$ cat src/rtl/quadratic_root_solver_macros.svh
// ----------------------------------------------------------------------------
// Quadratic root solver assertion macros
// Shared assertion helpers for the solver RTL.
// ----------------------------------------------------------------------------
`ifndef QUADRATIC_ROOT_SOLVER_MACROS_SVH
`define QUADRATIC_ROOT_SOLVER_MACROS_SVH

// Checked only outside reset
`define QRS_ASSERT(lbl, clk, rstn, prop, msg) \
    lbl: assert property (@(posedge clk) disable iff (!rstn) prop) else $error(msg);

// Checked at every edge, reset included
`define QRS_ASSERT_ALWAYS(lbl, clk, prop, msg) \
    lbl: assert property (@(posedge clk) prop) else $error(msg);

`endif

$ cat src/rtl/qrs_sqrt_cell.sv
// ----------------------------------------------------------------------------
// qrs_sqrt_cell
// One digit of the integer square root: brings down one bit pair of the
// radicand, tries the next root bit and registers the partial result.
// ----------------------------------------------------------------------------
module qrs_sqrt_cell #(
    parameter int CW  = 16,
    parameter int FB  = 16,
    parameter int IDX = 0,
    parameter int SW  = 1
) (
    input  logic              aclk,
    input  logic              aresetn,
    input  logic              en,
    input  logic              in_valid,
    input  logic [2*CW+1:0]   in_d,
    input  logic [CW+FB+3:0]  in_rem,
    input  logic [CW+FB:0]    in_root,
    input  logic [SW-1:0]     in_side,
    output logic              out_valid,
    output logic [2*CW+1:0]   out_d,
    output logic [CW+FB+3:0]  out_rem,
    output logic [CW+FB:0]    out_root,
    output logic [SW-1:0]     out_side
);
    localparam int K   = CW - IDX;
    localparam int SN  = CW + FB + 1;
    localparam int SRW = SN + 3;

    logic [1:0]     pair;
    logic [SRW-1:0] rem_sh;
    logic [SRW-1:0] trial;
    logic           ge;

    logic           valid_reg;
    logic [SRW-1:0] rem_reg,  rem_next;
    logic [SN-1:0]  root_reg, root_next;
    logic [2*CW+1:0] d_reg;
    logic [SW-1:0]  side_reg;

    // Bit pair of the radicand for this digit, zeros in the fraction part
    generate
        if (K >= 0) begin : g_int
            assign pair = in_d[2*K+1:2*K];
        end else begin : g_frac
            assign pair = 2'b00;
        end
    endgenerate

    // Trial subtract
    always_comb begin
        rem_sh    = {in_rem[SRW-3:0], pair};
        trial     = {1'b0, in_root, 2'b01};
        ge        = (rem_sh >= trial);
        rem_next  = ge ? (rem_sh - trial) : rem_sh;
        root_next = {in_root[SN-2:0], ge};
    end

    always_ff @(posedge aclk) begin
        if (!aresetn) begin
            valid_reg <= 1'b0;
        end else if (en) begin
            valid_reg <= in_valid;
        end
    end

    always_ff @(posedge aclk) begin
        if (en) begin
            rem_reg  <= rem_next;
            root_reg <= root_next;
            d_reg    <= in_d;
            side_reg <= in_side;
        end
    end

    assign out_valid = valid_reg;
    assign out_d     = d_reg;
    assign out_rem   = rem_reg;
    assign out_root  = root_reg;
    assign out_side  = side_reg;

endmodule

$ cat config.mk
export PLATFORM = sky130hd
export DESIGN_NAME = qrs_sqrt_cell
export DESIGN_NICKNAME = d
export VERILOG_FILES = /design/src/rtl/quadratic_root_solver_macros.svh /design/src/rtl/qrs_sqrt_cell.sv
export SDC_FILE = /design/constraint.sdc
export NUM_CORES = 1
export LEC_CHECK = 0
export CAP_MARGIN = 20
export CORE_MARGIN = 2
export CORE_UTILIZATION = 60
export CTS_BUF_LIST = sky130_fd_sc_hd__clkbuf_8
export DETAILED_ROUTE_END_ITERATION = 10
export DONT_BUFFER_PORTS = 1
export PLACE_DENSITY_LB_ADDON = 0.3
export SYNTH_ARGS = -nofsm -noshare
export SYNTH_HDL_FRONTEND = slang
export SYNTH_SLANG_ARGS = --single-unit
$ cat constraint.sdc
create_clock -name aclk -period 2.8 [get_ports aclk]
set_input_delay 0.28 -clock aclk [delete_from_list [all_inputs] [get_ports aclk]]
set_output_delay 0.28 -clock aclk [all_outputs]
set_load 0.02 [all_outputs]
Word-level counts from Yosys, hierarchy flattened
Index checks and enable logic that the tools add are counted.
{ "totals": {"ff_bits": 105, "latchBits": 0, "ram_bits": 0, "rom_bits": 0, "input_bits": 108, "wordCells": 8, "memories": 0} }
{ "classes": {"n_addsub": 1, "n_mul": 0, "div_mod_pow": 0, "n_lt_le_gt_ge": 1, "n_eq_ne": 0, "n_shift": 0, "n_mux": 1, "n_bitwise": 0, "n_reduce_logical": 0} }
{ "ops": {"columns": ["op", "count"], "rows": [
  ["$ge A36 B35 Y1", 1],
  ["$mux W36", 1],
  ["$sub A36 B35 Y36", 1]
]} }

Depth between registers and ports, before layout
{ "logic_depth": {"ltp_word": 2, "depth_mapped": 13, "depth_no_buf": 11} }

Least setup slack after synthesis
No wires, ideal clock.
{ "synth_path": {"path_type": "input to register", "startpoint": "input in_root[1]", "endpoint": "register rem_reg[10] (netlist: out_rem[10]), data pin", "setup_time_ns": 0.260, "t_arrival_ns": 2.706, "required_ns": 2.540, "path_slack_ns": -0.166, "stages": 12, "path_buffers": 1, "cell_sequence": "inv_1 ha_1 o21a_2 o311ai_2 a32oi_2 a41oi_4 o211a_4 o31a_4 o211a_4 inv_8 buf_12 mux2_4"} }
{ "synth_between": {"elab_chain_cells": 2} }
{ "synth_lines": {"columns": ["item", "line", "text"], "rows": [
  ["from (decl)", "qrs_sqrt_cell.sv:18", "input logic [CW+FB:0] in_root,"],
  ["$sub A36 B35 Y36 or $ge A36 B35 Y1 (tied branches)", "qrs_sqrt_cell.sv:55, qrs_sqrt_cell.sv:54", null],
  ["$mux W36 (*)", "qrs_sqrt_cell.sv:55", "rem_next = ge ? (rem_sh - trial) : rem_sh;"],
  ["net rem_next[10]", "qrs_sqrt_cell.sv:36", "logic [SRW-1:0] rem_reg, rem_next;"],
  ["to (signal assigned)", "qrs_sqrt_cell.sv:69", "rem_reg <= rem_next;"],
  ["to (decl)", "qrs_sqrt_cell.sv:36", null]
]} }
Mark *: on every way through the listed nets, which the timed path passes. The rest lies on a longest branch.
A chain may end at the register's enable or synchronous reset.

Worst setup path after layout
{ "layout_path": {"startpoint": "input in_root[0]", "endpoint": "register rem_reg[21] (netlist: out_rem[21]), data pin"} }
The elaborated chain is that of the path after synthesis.

==> out/results.ini <==
[setup_path]
worst_setup_path_end_kind = register
critical_path.max_stage_delay_ns = 0.36
path_buf_inv = 3
worstPathCellList = inv_8 -> ha_4 -> and2b_2 -> o311ai_4 -> a32oi_2 -> a41oi_4 -> o211a_4 -> o31a_4 -> o211a_4 -> inv_8 -> buf_12 -> mux2_4
critPathRequiredTime_ns = 2.92
crit_family = compound AO/OA/AOI/OAI gates
crit_path_start_kind = input port
critPathArrivalTime_ns = 2.76
slowest_stage = a32oi_2
crit_type = in -> reg
crit_fanout = 14

[synthesis]
syn_area_per_cell_sq_um = 12.81
yosysSeqAreaShare_pct = 54.16
synthArstFlopShare_pct = 0
synth_most_common_cell = edfxtp_1
netlist_area_sq_mm = 0.005803
synth_common_cells = edfxtp_1, inv_1, ha_1
synth_top_area_cell = edfxtp_1
synthDominantCellAreaShare_pct = 53.82
ys_types = 64
dominantRegCellSynth = edfxtp_1
netlist_top_cells_area = edfxtp_1, ha_1, mux2_4, inv_1, xnor2_1
synthCells = 453
synth_edf_count = 104
ys_warn_count = 0
ys_ff_latch = 105
synth_fp_nets = 596

[power_and_ir_drop]
vdd_drop_max_uv = 276.2
p_leak_uw = 0.002971
p_total_uw = 4074
p_per_area_mw_per_mm2 = 566.1

[clock_tree]
cts-buffers-inserted = 9
clockBufferDepth = 2
post_cts_buffers = 0
cts_tree = done
clockRootBuffer = clkbuf_8
clk_latency_ns = 0.36
cts.sinks = 105
path_clk_slew_ns = 0.10
htree_num_levels = 3

[global_route]
grt_max_degree = 106
track_usage_pct = 27.47
overflow = 0
grt_pass1_wl_mm = 21.76
antenna_found_initial = 0
grt_pass1_vias = 4273

[final_layout]
num-fill-cells = 576
final_layout_size_suffix_gt1_share_pct = 21.22
nets = 713
postLayoutCoreUtil_pct = 77.16
area_delta_synth_final_pct = 24.02
num_antenna_cells = 0

[placed_design]
hpwl_mm = 9.659
gp_congestion = 0.8620
io_buffers = 0
pre_cts_ws_ns = -0.1933

[drt]
viasPerCell = 5.947
drt_wl_total_mm = 14.77
dr.pass1.iters = 5
ant_nets = 0
drc_errors = 0
wl_per_cell_um = 20.98
drt_iter0_markers = 220
num_vias = 4187

[die]
die-area_sq_mm = 0.01047
start_util_pct = 62.21
rows = 35
dieWidth_um = 102.3
fp.dieH_um = 102.3
core_area_sq_mm = 0.009328
io_pins = 213

[sta]
max_freq_ghz = 0.3797
max_slew_margin_pct = 40.18
skew_ns = 0
tightestPinTransition_ns = 0.8943
finalSetupViolations = 0
slew_violations = 0
hold_viol = 0
fin_ws_ns = 0.1662
rsz0062_at_grt = false
hold_ws_ns = 0.03718
setup_tns_ns = 0
min_period_over_period_pct = 94.06
fin_crit_ns = 2.634

[flow_run]
drv_cap = 0

[outcome]
status = finished, final reports clean

[worst_hold_path]
hp-class = in -> reg

## per-layer routing
metal / GRT usage (%) / vias to the layer above / part of all wire (%)
li1: - / 1916 / -
met1: 30.99 / 2033 / 38
met4: 9.231 / 0 / 2.1
met2: 49.95 / 208 / 52
met3: 7.798 / 30 / 8.2
met5: 0 / - / 0
## kinds of logic (layout without fill, tap and decap cells)
group	Yosys count	count (layout)	synth area share (%)
muxes	35	35	8.387
buffers and inverters	57	179	4.894
xor gates and xnor gates	31	31	4.679
AOI/OAI and AO/OA	99	99	12.36
and+or+nand+nor	91	91	7.978
adders and majority gates	35	35	7.546
DFF	105	105	54.16
## worst reg2reg max path: cells and delay by family (launching register included)
| family | cells | cell delay [ns] |
|---|---|---|
| DFF | 1 | 0.47 |
| muxes | 1 | 0.13 |
| and+or+nand+nor | 1 | 0.11 |
## through the flow
step	cell area, sq um	instances
floorplan	5867	453
global placement	6315	619
detailed placement	6315	619
CTS	7171	702
global route	7197	704
finish	7197	704
## final timing paths
check | startpoint | to | slack (ns) | depth (start not counted)
min | en | out_root[2] | 0.04 | 0
max | in_root[0] | out_rem[21] | 0.17 | 12
max reg2reg | out_valid | out_valid | 2.03 | 2
min reg2reg | out_valid | out_valid | 0.68 | 2
## power breakdown
| group | internal, uW | switching, uW |
|---|---|---|
| logic | 503 | 417 |
| clock network | 343 | 572 |
| registers | 1950 | 289 |
## cell type report
type / count / area (sq um) / share of cell area [%]
clock buffer: 9 / 123.9 / 1.721
multi-input combinational: 291 / 2439 / 33.88
sequential: 105 / 3143 / 43.67
clock inverter: 7 / 61.31 / 0.8519
inverter: 48 / 195.2 / 2.712
timing repair buffer: 115 / 1074 / 14.92
tap: 129 / 161.4 / 2.243
## sequential cells by signal (all words and copies together) (netlist names)
register / flops
out_d: 34
out_rem: 36
out_valid: 1
out_root: 33
out_side: 1
## what timing repair did
action / 4_1_cts / 5_1_grt
endpoints found under the hold margin: 67 / 3
setup endpoints to repair: 0 / 1
hold buffers: 67 / 2
resized for setup: 0 / 1
## layout by cell type, fill, tap and decap left out, drive strengths merged, types with 10 or more instances in the layout
master       count
edfxtp         104
inv             53
buf             46
dlygate4sd3     69
a21oi           30
nor2            15
mux2            31
a21o            10
xor2            13
ha              35
o21ai           19
xnor2           18
nand2           27
(Power assumes the default switching activity.)
