$ cat src/rtl/quadratic_root_solver_macros.svh
// ----------------------------------------------------------------------------
// Quadratic root solver assertion macros
// Shared assertion helpers for the solver RTL.
// ----------------------------------------------------------------------------
`ifndef QUADRATIC_ROOT_SOLVER_MACROS_SVH
`define QUADRATIC_ROOT_SOLVER_MACROS_SVH

// Checked only outside reset
`define QRS_ASSERT(lbl, clk, rstn, prop, msg) \
    lbl: assert property (@(posedge clk) disable iff (!rstn) prop) else $error(msg);

// Checked at every edge, reset included
`define QRS_ASSERT_ALWAYS(lbl, clk, prop, msg) \
    lbl: assert property (@(posedge clk) prop) else $error(msg);

`endif

$ cat src/rtl/qrs_div_cell.sv
// ----------------------------------------------------------------------------
// qrs_div_cell
// One quotient bit of two restoring divisions by the same divisor. The
// dividend shifts left and the quotient bit enters at its bottom.
// ----------------------------------------------------------------------------
module qrs_div_cell #(
    parameter int CW = 16,
    parameter int FB = 16,
    parameter int SW = 1
) (
    input  logic              aclk,
    input  logic              aresetn,
    input  logic              en,
    input  logic              in_valid,
    input  logic [CW+FB+2:0]  in_n1,
    input  logic [CW+FB+2:0]  in_n2,
    input  logic [CW+1:0]     in_r1,
    input  logic [CW+1:0]     in_r2,
    input  logic [CW:0]       in_dv,
    input  logic [SW-1:0]     in_side,
    output logic              out_valid,
    output logic [CW+FB+2:0]  out_n1,
    output logic [CW+FB+2:0]  out_n2,
    output logic [CW+1:0]     out_r1,
    output logic [CW+1:0]     out_r2,
    output logic [CW:0]       out_dv,
    output logic [SW-1:0]     out_side
);
    localparam int QW  = CW + FB + 3;
    localparam int DRW = CW + 2;
    localparam int DVW = CW + 1;

    // One restoring step: returns {shifted dividend with quotient bit, remainder}
    function automatic logic [QW+DRW-1:0] div_step(
        input logic [QW-1:0]  n,
        input logic [DRW-1:0] r,
        input logic [DVW-1:0] dv
    );
        logic [DRW-1:0] t;
        logic           ge;
        t  = {r[DRW-2:0], n[QW-1]};
        ge = (t >= {1'b0, dv});
        div_step = {n[QW-2:0], ge, (ge ? (t - {1'b0, dv}) : t)};
    endfunction

    logic [QW+DRW-1:0] step1, step2;

    logic           valid_reg;
    logic [QW-1:0]  n1_reg, n2_reg;
    logic [DRW-1:0] r1_reg, r2_reg;
    logic [DVW-1:0] dv_reg;
    logic [SW-1:0]  side_reg;

    // Both lanes
    always_comb begin
        step1 = div_step(in_n1, in_r1, in_dv);
        step2 = div_step(in_n2, in_r2, in_dv);
    end

    always_ff @(posedge aclk) begin
        if (!aresetn) begin
            valid_reg <= 1'b0;
        end else if (en) begin
            valid_reg <= in_valid;
        end
    end

    always_ff @(posedge aclk) begin
        if (en) begin
            n1_reg   <= step1[QW+DRW-1:DRW];
            r1_reg   <= step1[DRW-1:0];
            n2_reg   <= step2[QW+DRW-1:DRW];
            r2_reg   <= step2[DRW-1:0];
            dv_reg   <= in_dv;
            side_reg <= in_side;
        end
    end

    assign out_valid = valid_reg;
    assign out_n1    = n1_reg;
    assign out_n2    = n2_reg;
    assign out_r1    = r1_reg;
    assign out_r2    = r2_reg;
    assign out_dv    = dv_reg;
    assign out_side  = side_reg;

endmodule

$ cat config.mk
export PLATFORM = sky130hd
export DESIGN_NAME = qrs_div_cell
export DESIGN_NICKNAME = d
export VERILOG_FILES = /design/src/rtl/quadratic_root_solver_macros.svh /design/src/rtl/qrs_div_cell.sv
export SDC_FILE = /design/constraint.sdc
export NUM_CORES = 1
export LEC_CHECK = 0
export ABC_AREA = 1
export ABC_CLOCK_PERIOD_IN_PS = 3200
export BUFFER_PORTS_ARGS = -buffer_cell sky130_fd_sc_hd__buf_2
export CAP_MARGIN = 5
export CORE_ASPECT_RATIO = 1.5
export CORE_MARGIN = 1.5
export CORE_UTILIZATION = 42
export CTS_BUF_LIST = sky130_fd_sc_hd__clkbuf_16
export DETAILED_ROUTE_END_ITERATION = 6
export PLACE_DENSITY_LB_ADDON = 0.15
export SYNTH_ARGS = -nofsm -noshare
export SYNTH_HDL_FRONTEND = slang
export SYNTH_SLANG_ARGS = --single-unit
$ cat constraint.sdc
create_clock -name aclk -period 3.2 [get_ports aclk]
set_input_delay 0.64 -clock aclk [delete_from_list [all_inputs] [get_ports aclk]]
set_output_delay 0.64 -clock aclk [all_outputs]
set_load 0.01 [all_outputs]
# After elaboration in Yosys (flattened, before gate mapping)
# Index checks and enable logic that the tools add are counted.
classes:
  addsub: 2
  n_lt_le_gt_ge: 2
  n_mux: 2
op_table:
  columns: ["op", "count"]
  rows:
  - ["$ge 18x17->1", 2]
  - ["$mux 18", 2]
  - ["$sub 18x17->18", 2]
word_totals:
  ff_bits: 125
  inputBits: 128

# Depth between registers and ports, before layout
logic_depth:
  depth_word: 2
  ltp_mapped: 14
  ltp_nobuf: 14

# Worst setup path after synthesis
# Ideal clock, no wire load.
synth_timing:
  path_type: "in2reg"
  from: "input in_n1[34]"
  to: "register r1_reg[17] (netlist: out_r1[17]) (data pin)"
  setup_ps: 254
  t_arrival_ps: 1911
  required_ps: 2946
  setup_slack_ps: 1035
  cell_stages: 9
  n_path_buf: 1
  path_cell_list: "inv_1 ha_1 inv_1 fa_1 nand4_2 nand3_2 nor2_4 buf_8 a21oi_2"
synth_via:
  elab_chain_len: 2
  word_cells_on_any_way: 3
  classes_between: "add/sub: 1; order compare: 1; mux: 1"
synth_lines:
  columns: ["element", "line", "rtl"]
  rows:
  - ["start, declared", "qrs_div_cell.sv:15", "input logic [CW+FB+2:0] in_n1,"]
  - ["$sub 18x17->18 or $ge 18x17->1 (tied branches)", "qrs_div_cell.sv:43, qrs_div_cell.sv:42", null]
  - ["$mux 18 (*)", "qrs_div_cell.sv:43", "div_step = {n[QW-2:0], ge, (ge ? (t - {1'b0, dv}) : t)};"]
  - ["via step1[17]", "qrs_div_cell.sv:46", "logic [QW+DRW-1:0] step1, step2;"]
  - ["end signal, assigned", "qrs_div_cell.sv:71", "r1_reg <= step1[DRW-1:0];"]
  - ["end, declared", "qrs_div_cell.sv:50", "logic [DRW-1:0] r1_reg, r2_reg;"]
# The timed path passes the listed nets; every way through them passes the cells marked *.
# A chain may end at the register's enable or synchronous reset.

# Final worst setup path
layout_timing:
  from: "input in_n2[34]"
  to: "register r2_reg[16] (netlist: out_r2[16]) (data pin)"
layout_via:
  elab_chain_len: 2
  word_cells_on_any_way: 3
  classes_between: "add/sub: 1; order compare: 1; mux: 1"
layout_lines:
  columns: ["element", "line", "rtl"]
  rows:
  - ["start, declared", "qrs_div_cell.sv:16", "input logic [CW+FB+2:0] in_n2,"]
  - ["$sub 18x17->18 or $ge 18x17->1 (tied branches)", "qrs_div_cell.sv:43, qrs_div_cell.sv:42", null]
  - ["$mux 18 (*)", "qrs_div_cell.sv:43", null]
  - ["via step2[16]", "qrs_div_cell.sv:46", null]
  - ["end signal, assigned", "qrs_div_cell.sv:73", "r2_reg <= step2[DRW-1:0];"]
  - ["end, declared", "qrs_div_cell.sv:50", null]
# Marks and branches as above.

==> impl_metrics.yaml <==
cts:
  cts-root-buf: "clkbuf_16"
  clk_pin_slew_ns: 0.06
  cts_sinks: 125
  cts_buffer_depth: 2
  cts_max_level: 4
  post_cts_resized: 0
  cts_buffers: 17
  insertion_delay_ns: 0.41
  post_cts_buffers: 0
  postCtsHoldBufs: 0
  tritoncts: "yes"
sta:
  slew_viol_final: 0
  min_period_ns: 2.23
  fmax_mhz: 449
  clock-skew-final_ns: 0
  finalSetupViolCount: 0
  hold_viol: 0
  tns_ns: 0
  finalCritPeriodShare_pct: 69.6
  rsz0062_at_grt: "false"
  slew_headroom_pct: 59.9
  worst_pin_slew_ns: 0.600
  fin_ws_ns: 0.973
drt:
  drt_iter0_markers: 218
  num_vias: 5907
  drtAntennaViolNets: 0
  drtPass1Iterations: 4
  via_per_inst: 4.71
  wl_per_cell_um: 15.1
  wl_mm: 18.9
  drc: 0
yosys:
  ys_ff_latch: 125
  synth.most_common_cell: "nand2_1"
  synth_edf_count: 124
  netlist_area_sq_mm: 0.00687
  synthTopCellsByCount: "nand2_1, inv_1, edfxtp_1, ha_1, nand3_1"
  ys_async_sr_fraction_pct: 0
  yosys_most_used_dff: "edfxtp_1"
  yosysSeqAreaShare_pct: 54.5
  syn_inst: 768
  synth_nets: 932
  synth_area_per_cell_sq_um: 8.95
  synth.distinct_cells: 28
  synth_top_cell_area_share_pct: 54.2
  yosysWarningCount: 0
  yosys.area.top_type: "edfxtp_1"
  synth_area_leaders: "edfxtp_1, nand2_1, inv_1"
critical_path:
  critPathCaptureType: "register"
  crit_path_cell_trace: "buf_2, inv_1, ha_1, inv_1, fa_1, nand2_1, nand3_1, nand3_1, nand2_1, nand2_1, nand2_1, nand2_1, nand2_1, nand2_1, nand2_1"
  r2r_setup_slack_ns: 2.56
  arrival_ns: 2.40
  cp_max_fo: 4
  criticalPathCategory: "input port to register"
  reg2regPathDepth: 2
  reg2reg_from: "out_valid$_SDFFE_PN0P_"
  start_kind: "input port"
  crit_path_end: "out_r2[16]$_DFFE_PP_"
  slowest_stage: "fa_1"
  required_ns: 3.37
  r2r_end: "out_valid$_SDFFE_PN0P_"
  slowest_delay_ns: 0.50
  crit_path_start: "in_n2[34]"
  cpMostUsedCell: "nand2_1"
power:
  irDropWorstVdd_v: 0.000259
  leakagePower_nw: 4.76
  powerDensity_mw_per_mm2: 567
grt:
  antenna_found_initial: 1
  grt_pass1_wl_mm: 28.5
  grt_pass1_vias: 5826
  grt_max_degree: 42
  grt_usage_pct: 22.2
  overflow: 0
placed_design:
  pre_cts_ws_ns: 0.537
  port_buffers: 250
  hpwlAfterDp_mm: 15.0
  gp_congestion: 0.905
floorplanning:
  ios: 253
  die-area_sq_mm: 0.0172
  die_y_um: 160
  fp.dieW_um: 107
  start_util_pct: 42.6
  num_rows: 57
  coreArea_sq_mm: 0.0161
worst_hold_path:
  min_path_type: "input port to register"
finish:
  area_growth_syn_to_layout_pct: 31.2
  drive_gt1_share_pct: 31.8
  nNetsFinal: 1200
  antennaDiodeCount: 0
job:
  maxCapViolCount: 0
outcome:
  status: "completed"
## through the flow
stage               total power (W)  utilization, %  hold WS [ns]  cells  area (sq um)
finish                      0.00511            55.9         0.396   1255          9020
global route                0.00535            55.9         0.372   1255          9020
CTS                         0.00517            55.9         0.374   1255          9020
detailed placement          0.00305            52.0         0.537   1223          8380
global placement            0.00303            52.0         0.527   1223          8380
floorplan                   0.00264               -         0.555    768          6870
## registers in the layout (all words and copies together), names as in the netlist
signal     cells
out_r1        18
out_valid      1
out_r2        18
out_dv        17
out_n1        35
out_side       1
out_n2        35
## cell type report
| type | count | area, sq um |
|---|---|---|
| fillers | 1537 | 7100 |
| multi-input cells | 499 | 2560 |
| clock buffers | 17 | 425 |
| inverters | 140 | 526 |
| well taps | 206 | 258 |
| clock inverters | 15 | 206 |
| repair buffers | 253 | 1300 |
| flip-flops and latches | 125 | 3740 |
## critical path, delay by kind of cell
kind                     cells  cell delay [ns]
buffers and inverters        3             0.25
adder cells (fa/ha/maj)      2             0.63
AND/OR/NAND/NOR             10             0.86
## cells in the final DEF (no fill, tap or decap), types with 16 or more instances in the layout
master and count:
a21oi_1 17, nand3_1 32, ha_1 34, nand2_2 16, buf_2 249, nand2_1 327, nor2_1 27, inv_1 126
clkbuf_16 17, edfxtp_1 124
## routing by layer
layer / track usage, % / wire length [um] / vias to the layer above
li1: - / - / 2975
met3: 5.22 / 1240 / 40
met2: 44.1 / 10500 / 211
met5: 0 / 17 / -
met4: 9.21 / 501 / 2
met1: 21.0 / 6640 / 2679
## how the worst min path moves through the flow
stage                      startpoint  slack [ns]                     end  cells past startpoint
6_report                    in_n2[26]        0.40    out_n2[27]$_DFFE_PP_                      1
4_1_cts                     in_n2[26]        0.37    out_n2[27]$_DFFE_PP_                      1
5_1_grt                      in_n2[2]        0.37     out_n2[3]$_DFFE_PP_                      1
2_1_floorplan  out_valid$_SDFFE_PN0P_        0.56  out_valid$_SDFFE_PN0P_                      2
3_3_place_gp   out_valid$_SDFFE_PN0P_        0.53  out_valid$_SDFFE_PN0P_                      2
3_5_place_dp   out_valid$_SDFFE_PN0P_        0.54  out_valid$_SDFFE_PN0P_                      2
## cells by family after synthesis
group	after synthesis	synth area share, %
AO/OA/AOI/OAI	22	2.04
adder cells (fa/ha/maj)	36	6.77
AND/OR/NAND/NOR	427	26.6
flip-flops	125	54.5
buffers and inverters	144	8.35
XOR/XNOR	14	1.78
## power breakdown
group	internal, W	total, W	switching [W]
sequential	0.00200	0.00204	0.0000390
combinational	0.000366	0.000973	0.000607
clock	0.00132	0.00210	0.000780
total	0.00368	0.00511	0.00143
(Power assumes the default switching activity.)
